[src/design/bounded_undo_redo_stacks_core_assert.svh]
// Assertion macros shared by the history block.
`ifndef BOUNDED_UNDO_REDO_STACKS_CORE_ASSERT_SVH
`define BOUNDED_UNDO_REDO_STACKS_CORE_ASSERT_SVH

// Property holds at every clock edge outside reset.
`define BURS_ASSERT_ALWAYS(lbl, clk, rst_n, expr) \
	lbl: assert property (@(posedge clk) disable iff (!rst_n) (expr)) \
		else $error("history assertion failed");

// Consequent holds in the cycle after the antecedent.
`define BURS_ASSERT_NEXT(lbl, clk, rst_n, ante, cons) \
	lbl: assert property (@(posedge clk) disable iff (!rst_n) (ante) |=> (cons)) \
		else $error("history assertion failed");

`endif

[src/design/burs_pkg.sv]
package burs_pkg;

	localparam int HANDLE_W = 16;
	localparam int FIELD7_W = 7;

	localparam logic [FIELD7_W-1:0] LIMIT_RESET = 7'd64;

	localparam logic [1:0] MODE_RECORD = 2'd0;
	localparam logic [1:0] MODE_UNDO   = 2'd1;
	localparam logic [1:0] MODE_REDO   = 2'd2;

	localparam logic [1:0] STATUS_DONE  = 2'd0;
	localparam logic [1:0] STATUS_EMPTY = 2'd1;
	localparam logic [1:0] STATUS_FAIL  = 2'd2;

	typedef logic [HANDLE_W-1:0] handle_t;

	typedef enum logic [1:0] {
		OP_HOLD,
		OP_PUSH,
		OP_POP,
		OP_CLEAR
	} stk_op_t;

	typedef struct packed {
		stk_op_t op;
		handle_t data;
	} stk_cmd_t;

	typedef struct packed {
		logic [1:0] mode;
		handle_t    entry_handle;
		logic       command_ok;
	} req_t;

	typedef struct packed {
		logic [1:0]          status;
		handle_t             moved_handle;
		logic [FIELD7_W-1:0] undo_depth;
		logic [FIELD7_W-1:0] redo_depth;
		handle_t             undo_top;
		handle_t             redo_top;
	} rsp_t;

endpackage

[src/design/burs_cell.sv]
module burs_cell (
	input  logic              clk,
	input  burs_pkg::stk_op_t op,
	input  burs_pkg::handle_t from_above,
	input  burs_pkg::handle_t from_below,
	output burs_pkg::handle_t q
);

	burs_pkg::handle_t entry_q;

	// push shifts toward the bottom, pop shifts toward the top
	always_ff @(posedge clk) begin
		unique case (op)
			burs_pkg::OP_PUSH:  entry_q <= from_above;
			burs_pkg::OP_POP:   entry_q <= from_below;
			burs_pkg::OP_HOLD:  entry_q <= entry_q;
			burs_pkg::OP_CLEAR: entry_q <= entry_q;
		endcase
	end

	assign q = entry_q;

endmodule

[src/design/burs_stack.sv]
module burs_stack #(
	parameter int STACK_DEPTH = 64,
	parameter int CNT_W       = $clog2(STACK_DEPTH + 1)
) (
	input  logic               clk,
	input  logic               arst_n,
	input  burs_pkg::stk_cmd_t cmd,
	input  logic [CNT_W-1:0]   limit,
	output logic [CNT_W-1:0]   count,
	output burs_pkg::handle_t  top
);

	localparam logic [CNT_W-1:0] DEPTH_C = CNT_W'(STACK_DEPTH);

	burs_pkg::handle_t cells [STACK_DEPTH];
	logic [CNT_W-1:0]  count_q;
	logic [CNT_W-1:0]  grown;

	for (genvar i = 0; i < STACK_DEPTH; i++) begin : g_cell
		burs_pkg::handle_t above;
		burs_pkg::handle_t below;

		if (i == 0) begin : g_first
			assign above = cmd.data;
		end else begin : g_mid
			assign above = cells[i-1];
		end

		if (i == STACK_DEPTH - 1) begin : g_last
			assign below = cells[i];
		end else begin : g_inner
			assign below = cells[i+1];
		end

		burs_cell u_cell (
			.clk        (clk),
			.op         (cmd.op),
			.from_above (above),
			.from_below (below),
			.q          (cells[i])
		);
	end

	// a push onto a full row drops the bottom cell, then trim to the limit
	assign grown = (count_q < DEPTH_C) ? count_q + CNT_W'(1) : count_q;

	always_ff @(posedge clk or negedge arst_n) begin
		if (!arst_n) begin
			count_q <= '0;
		end else begin
			unique case (cmd.op)
				burs_pkg::OP_PUSH:  count_q <= (grown > limit) ? limit : grown;
				burs_pkg::OP_POP:   count_q <= count_q - CNT_W'(1);
				burs_pkg::OP_CLEAR: count_q <= '0;
				burs_pkg::OP_HOLD:  count_q <= count_q;
			endcase
		end
	end

	assign count = count_q;
	assign top   = (count_q == '0) ? '0 : cells[0];

endmodule

[config.mk]
export PLATFORM = sky130hd
export DESIGN_NAME = burs_stack
export DESIGN_NICKNAME = d
export VERILOG_FILES = /design/src/design/bounded_undo_redo_stacks_core_assert.svh /design/src/design/burs_pkg.sv /design/src/design/burs_cell.sv /design/src/design/burs_stack.sv
export SDC_FILE = /design/constraint.sdc
export NUM_CORES = 2
export LEC_CHECK = 0
export ABC_AREA = 1
export BUFFER_PORTS_ARGS = -buffer_cell sky130_fd_sc_hd__buf_4
export CORE_MARGIN = 2
export CORE_UTILIZATION = 50
export CTS_CLUSTER_DIAMETER = 40
export DETAILED_ROUTE_END_ITERATION = 7
export GPL_ROUTABILITY_DRIVEN = 0
export HOLD_SLACK_MARGIN = 0.05
export PLACE_DENSITY = 0.65
export SLEW_MARGIN = 10
export SYNTH_ARGS = -nofsm -noshare
export SYNTH_HDL_FRONTEND = slang
export SYNTH_SLANG_ARGS = --single-unit
[constraint.sdc]
create_clock -name clk -period 2.3 [get_ports clk]
set_input_delay 0.115 -clock clk [delete_from_list [all_inputs] [get_ports clk]]
set_output_delay 0.115 -clock clk [all_outputs]
set_load 0.005 [all_outputs]
=== After elaboration in Yosys (flattened, before gate mapping) ===
Index checks and enable logic that the tools add are counted.

* Bits in registers: 1031
* Bits in latches: 0
* Memory bits (writable): 0
* ROM bits: 0
* Bits of input ports: 27
* Memories kept: 0

* Add/subtract/negate cells: 2
* Multiply operators: 0
* Divide/modulo/power cells: 0
* Magnitude comparators: 2
* Equal/unequal tests: 3
* Shifts and indexed selects: 0
* Muxes and demuxes: 68
* Bitwise operators: 0
* Reductions and logical operators: 4

{| class="wikitable"
|+ Operators by type and width
! operator !! number
|-
| $pmux 16 s2 || 63
|-
| $mux 16 || 2
|-
| $pmux 7 s3 || 1
|-
| $mux 7 || 2
|-
| $add 7x1->7 const B || 1
|-
| $gt 7x7->1 || 1
|-
| $logic_not 7->1 || 1
|-
| $lt 7x7->1 const B || 1
|-
| $sub 7x1->7 const B || 1
|-
| $eq 2x2->1 const B || 2
|-
| $reduce_or 3->1 || 1
|-
| $eq 2x1->1 const B || 1
|-
| $logic_not 2->1 || 1
|-
| $reduce_or 2->1 || 1
|}

=== Logic depth before layout (Yosys ltp) ===
* Depth in word-level cells: 5
* Mapped depth: 16
* Mapped depth without buffers: 15

=== Cells and area by module ===
Synthesis repeated with hierarchy kept, for this count alone.

* Cell total of the unflattened synthesis: 4731
* Area total of the unflattened synthesis: 48745.5 µm²

{| class="wikitable"
|+ By module, submodules not included
! module !! instances !! cells each !! area each (µm²)
|-
| burs_cell || 64 || 71 || 744.5
|-
| burs_stack || 1 || 187 || 1099.8
|}

=== Least setup slack after synthesis ===
OpenSTA, ideal clock, no wires.

* Path type: input port to flip-flop
* Start: in cmd[16] in the netlist's numbering
* End: reg g_cell[0].u_cell.entry_q[0], enable pin
* Data arrival time: 20.688 ns
* Required time: 0.907 ns
* Path slack: -19.782 ns
* Stages on the path: 2
* Path through: inv_1 ha_1

* Word-level cells in the longest chain between the ends: 2
* Elaborated cells on any way between the ends: 3
* Those cells by class: 1 x eq/ne; 2 x reduce/logical

{| class="wikitable"
|+ RTL lines
! item !! RTL line !! text
|-
| start, declared || burs_stack.sv:7 || <nowiki>input burs_pkg::stk_cmd_t cmd,</nowiki>
|-
| $eq 2x2->1 / $logic_not 2->1 (equally long branches) || burs_cell.sv:13 || <nowiki>unique case (op)</nowiki>
|-
| $reduce_or 2->1 (no line) (*) || n/a ||
|-
| end signal, assigned || burs_cell.sv:14 || <nowiki>burs_pkg::OP_PUSH: entry_q <= from_above;</nowiki>
|-
| end signal, assigned || burs_cell.sv:15 || <nowiki>burs_pkg::OP_POP: entry_q <= from_below;</nowiki>
|-
| end signal, assigned || burs_cell.sv:16 || <nowiki>burs_pkg::OP_HOLD: entry_q <= entry_q;</nowiki>
|-
| end, declared || burs_cell.sv:9 || <nowiki>burs_pkg::handle_t entry_q;</nowiki>
|}

Mark *: on every way between the ends. The rest lies on a longest branch, timed or not.
A chain may end at the register's enable or synchronous reset.

=== Worst setup path after layout ===
* Start: reg count_q[0], in the netlist count[0]
* End: reg count_q[3], in the netlist count[3]

* Word-level cells in the longest chain between the ends: 5
* Elaborated cells on any way between the ends: 7
* Those cells by class: 2 x add/sub; 2 x order compare; 3 x mux

{| class="wikitable"
|+ RTL lines
! item !! RTL line !! text
|-
| start, declared || burs_stack.sv:16 || <nowiki>logic [CNT_W-1:0] count_q;</nowiki>
|-
| start signal, assigned || burs_stack.sv:52 || <nowiki>burs_pkg::OP_PUSH: count_q <= (grown > limit) ? limit : grown;</nowiki>
|-
| start signal, assigned || burs_stack.sv:53 || <nowiki>burs_pkg::OP_POP: count_q <= count_q - CNT_W'(1);</nowiki>
|-
| start signal, assigned || burs_stack.sv:55 || <nowiki>burs_pkg::OP_HOLD: count_q <= count_q;</nowiki>
|-
| $add 7x1->7 / $lt 7x7->1 (equally long branches) || burs_stack.sv:45 || <nowiki>assign grown = (count_q < DEPTH_C) ? count_q + CNT_W'(1) : count_q;</nowiki>
|-
| $mux 7 || burs_stack.sv:45 ||
|-
| $gt 7x7->1 || burs_stack.sv:52 ||
|-
| $mux 7 || burs_stack.sv:52 ||
|-
| $pmux 7 s3 (*) || burs_stack.sv:51 || <nowiki>unique case (cmd.op)</nowiki>
|}

Marks and branches as above.

==> reports/metrics.cfg <==
[floorplanning]
num_rows=109
core_area_um2=88400
die_y_um=302
boundaryPins=50
die_area_um2=91500
die_width_um=302
initial_utilization_pct=50.4

[placement]
placed_cells=5488
placed_area_um2=46200
port_buffers=49
hpwlAfterDp_um=43400

[critical_path]
r2r_cells=13
critPathSlowestCell=dfrtp_1
r2r-start=count[0]$_DFFE_PN0P_
cp_max_fo=6
start_kind=flip-flop
crit_family=simple AND/OR/NAND/NOR gates
reg2reg_slack_ns=0.08
crit_chain=ha_2 > nand4_1 > xor2_2 > inv_2 > ha_4 > nand2_2 > nor2_2 > nand4_1 > buf_4 > nand2_4 > nand2_1 > nand3_1 > a21oi_1
required_ns=2.91
arrival_ns=2.83
max_stage_delay_ns=0.38
crit_type=reg2reg
r2r_end=count[3]$_DFFE_PN0P_
path_buf_inv=2
endpoint_kind=flip-flop
cp_common_cell=nand4_1

[global_routing]
antenna_found_initial=1
grt_pass1_wl_um=132000
track_usage_pct=17.2
grt_max_degree=183
grt_pass1_vias=27500
grt_overflow=0

[clocking]
cts.clk_slew.worst_paths_ns=0.06
cts_buffer_depth=3
numCtsBuffers=140
htree_levels=4
clk_latency_ns=0.73
clock_sinks=1031
cts_tree=built
cts-root-buf=clkbuf_16

[sta]
finalSetupViolations=0
rsz0062_at_grt=yes
slew_headroom_pct=49.5
hold_ws_ns=0.165
min_period_ns=2.22
hold_viol_final=0
timing.fmax_mhz=450
finClkSkew_ns=0.0266
drv_slew=0
fin_crit_sh_pct=96.7
worst_pin_slew_ns=0.758

[worst_hold_path]
hold_depth=6
hp-class=in2reg
hold_path_end=count[0]$_DFFE_PN0P_
holdCritStartpoint=cmd[17]

[cells_and_area]
layout-drive-gt1-share_pct=8.48
design_area_um2=51400
syn_to_final_growth_pct=15.4
fin_nets=4537
diodes=0
final_cells=5776

[synth]
yosysMostFrequentCell=nand2_1
syn_nets=4463
ys_seq_area_share_pct=69.5
synth_top_area_share_pct=69.1
synth_edf_count=1024
synthesis.instances=4421
synthTopCellsByCount=nand2_1 (2907), edfxtp_1 (1024), buf_2 (129)
async_flop_share_pct=0.679
ys_warn_count=0
synthFlopType=edfxtp_1
synth_area_leaders=edfxtp_1 (69%), nand2_1 (25%), buf_2 (1.4%)
synth.distinct_cells=24
yosysTopAreaCell=edfxtp_1
syn_area_um2=44500
avgSynthCellArea_um2=10.1
ys_ff_latch=1031

[power_and_ir_drop]
report.power.total_mw=52.7
power_density_nw_per_um2=1030
irDropWorstVdd_v=0.000764
leakage_nw=22.6

[drt]
dr.pass1.iters=5
routed_wl_um=77800
vias=28700
ant_nets=0
drt_iter0_markers=2817
drc=0
viasPerCell=4.97
wire_per_inst_um=13.5

[outcome]
outcome=finished, final reports clean

[job]
maxCapViolCount=0

area by class of cell:
| cell class | instances | area [um^2] |
|---|---|---|
| Timing Repair Buffer | 159 | 1830 |
| Fill cell | 7362 | 37000 |
| Clock buffer | 159 | 3660 |
| Clock inverter | 99 | 1140 |
| Inverter | 81 | 332 |
| Tap cell | 1165 | 1460 |
| Multi-Input combinational cell | 3082 | 12000 |
| Sequential cell | 1031 | 30900 |
worst max-delay path by stage:
stage	startpoint	endpoint	slack (ns)	cells past startpoint
finish	count[0]$_DFFE_PN0P_	count[3]$_DFFE_PN0P_	0.08	13
floorplan	cmd[17]	g_cell[0].u_cell.q[0]$_DFFE_PN_	-5.23	2
CTS	count[1]$_DFFE_PN0P_	top[1]	0.0005	8
detailed placement	count[0]$_DFFE_PN0P_	count[4]$_DFFE_PN0P_	-0.03	12
global placement	count[0]$_DFFE_PN0P_	count[4]$_DFFE_PN0P_	0.01	12
global route	count[0]$_DFFE_PN0P_	count[3]$_DFFE_PN0P_	-0.03	12
timing repair:
action | 4_1_cts | 5_1_grt
setup buffers | 1 | 1
resized for setup | 2 | 29
gates cloned | 0 | 1
endpoints found under the hold margin | 30 | 0
pin swaps | 1 | 10
endpoints found under the setup margin | 22 | 23
hold buffers | 27 | 0
state kept, by name (all words and copies together), names as in the netlist:
name             flops
g_cell.u_cell.q   1024
count                7
cells in the final DEF (no fill, tap or decap), types with 3 or more instances in the layout:
| cell | netlist | layout |
|---|---|---|
| o21ai_0 | 79 | 77 |
| edfxtp_1 | 1024 | 1024 |
| ha_1 | 15 | 11 |
| dlygate4sd3_1 | 0 | 27 |
| clkbuf_1 | 11 | 15 |
| nand2_1 | 2907 | 2904 |
| inv_1 | 78 | 73 |
| ha_4 | 0 | 3 |
| clkbuf_16 | 0 | 144 |
| inv_8 | 0 | 6 |
| nand3_1 | 21 | 19 |
| inv_6 | 0 | 15 |
| clkinv_4 | 0 | 13 |
| nand2_2 | 2 | 4 |
| clkinv_8 | 0 | 4 |
| nor2_1 | 31 | 28 |
| clkinv_2 | 0 | 14 |
| clkinv_1 | 1 | 18 |
| nor2_4 | 2 | 4 |
| nand3_2 | 1 | 3 |
| clkinvlp_4 | 0 | 13 |
| nand4_1 | 3 | 3 |
| bufinv_16 | 0 | 16 |
| inv_2 | 2 | 4 |
| buf_12 | 0 | 45 |
| dfrtp_1 | 7 | 6 |
| buf_4 | 73 | 86 |
| a21oi_1 | 13 | 10 |
per-layer routing:
layer  part of all wire, %  vias to the layer above  routed length [um]  GRT usage, %
li1                      -                    14500                   -             -
met1                    49                    13600               37900          25.3
met2                    45                      513               34700          25.9
met3                   4.7                      136                3640          3.49
met4                   2.1                        2                1610          5.47
met5                 0.018                        -                  14             0
cell families (layout without fill, tap and decap cells):
logic type	count (synthesis)	in the layout	share of synthesized area [%]
buffers and inverters	309	498	3.84
DFF	1031	1031	69.5
and+or+nand+nor	2970	2971	25.2
AOI/OAI and AO/OA	93	93	1.05
xor gates and xnor gates	3	3	0.0590
adders and majority gates	15	15	0.422
tightest hold or removal path, delay by kind of cell:
kind / cells / cell delay [ns]
fa+ha+maj: 1 / 0.18
buf+inv: 3 / 0.37
simple gates: 1 / 0.06
compound gates: 1 / 0.10
report_power, final:
part	internal [mW]	switching, mW	leakage, nW
clock	13.5	8.52	2.31
combinational	1.94	3.48	10.0
sequential	24.0	1.25	10.3
total	39.4	13.3	22.6
metrics by stage:
stage / util [%] / setup TNS, ns / setup WS [ns]
after floorplan: - / -5273.38 / -5.23
after global placement: 52.2 / 0 / 0.0132
after detailed placement: 52.2 / -0.136 / -0.0348
after CTS: 58.0 / 0 / 0.000473
after global routing: 58.1 / -0.164 / -0.0263
final: 58.1 / 0 / 0.0767
Note: power is estimated with default switching activity, not from simulation.
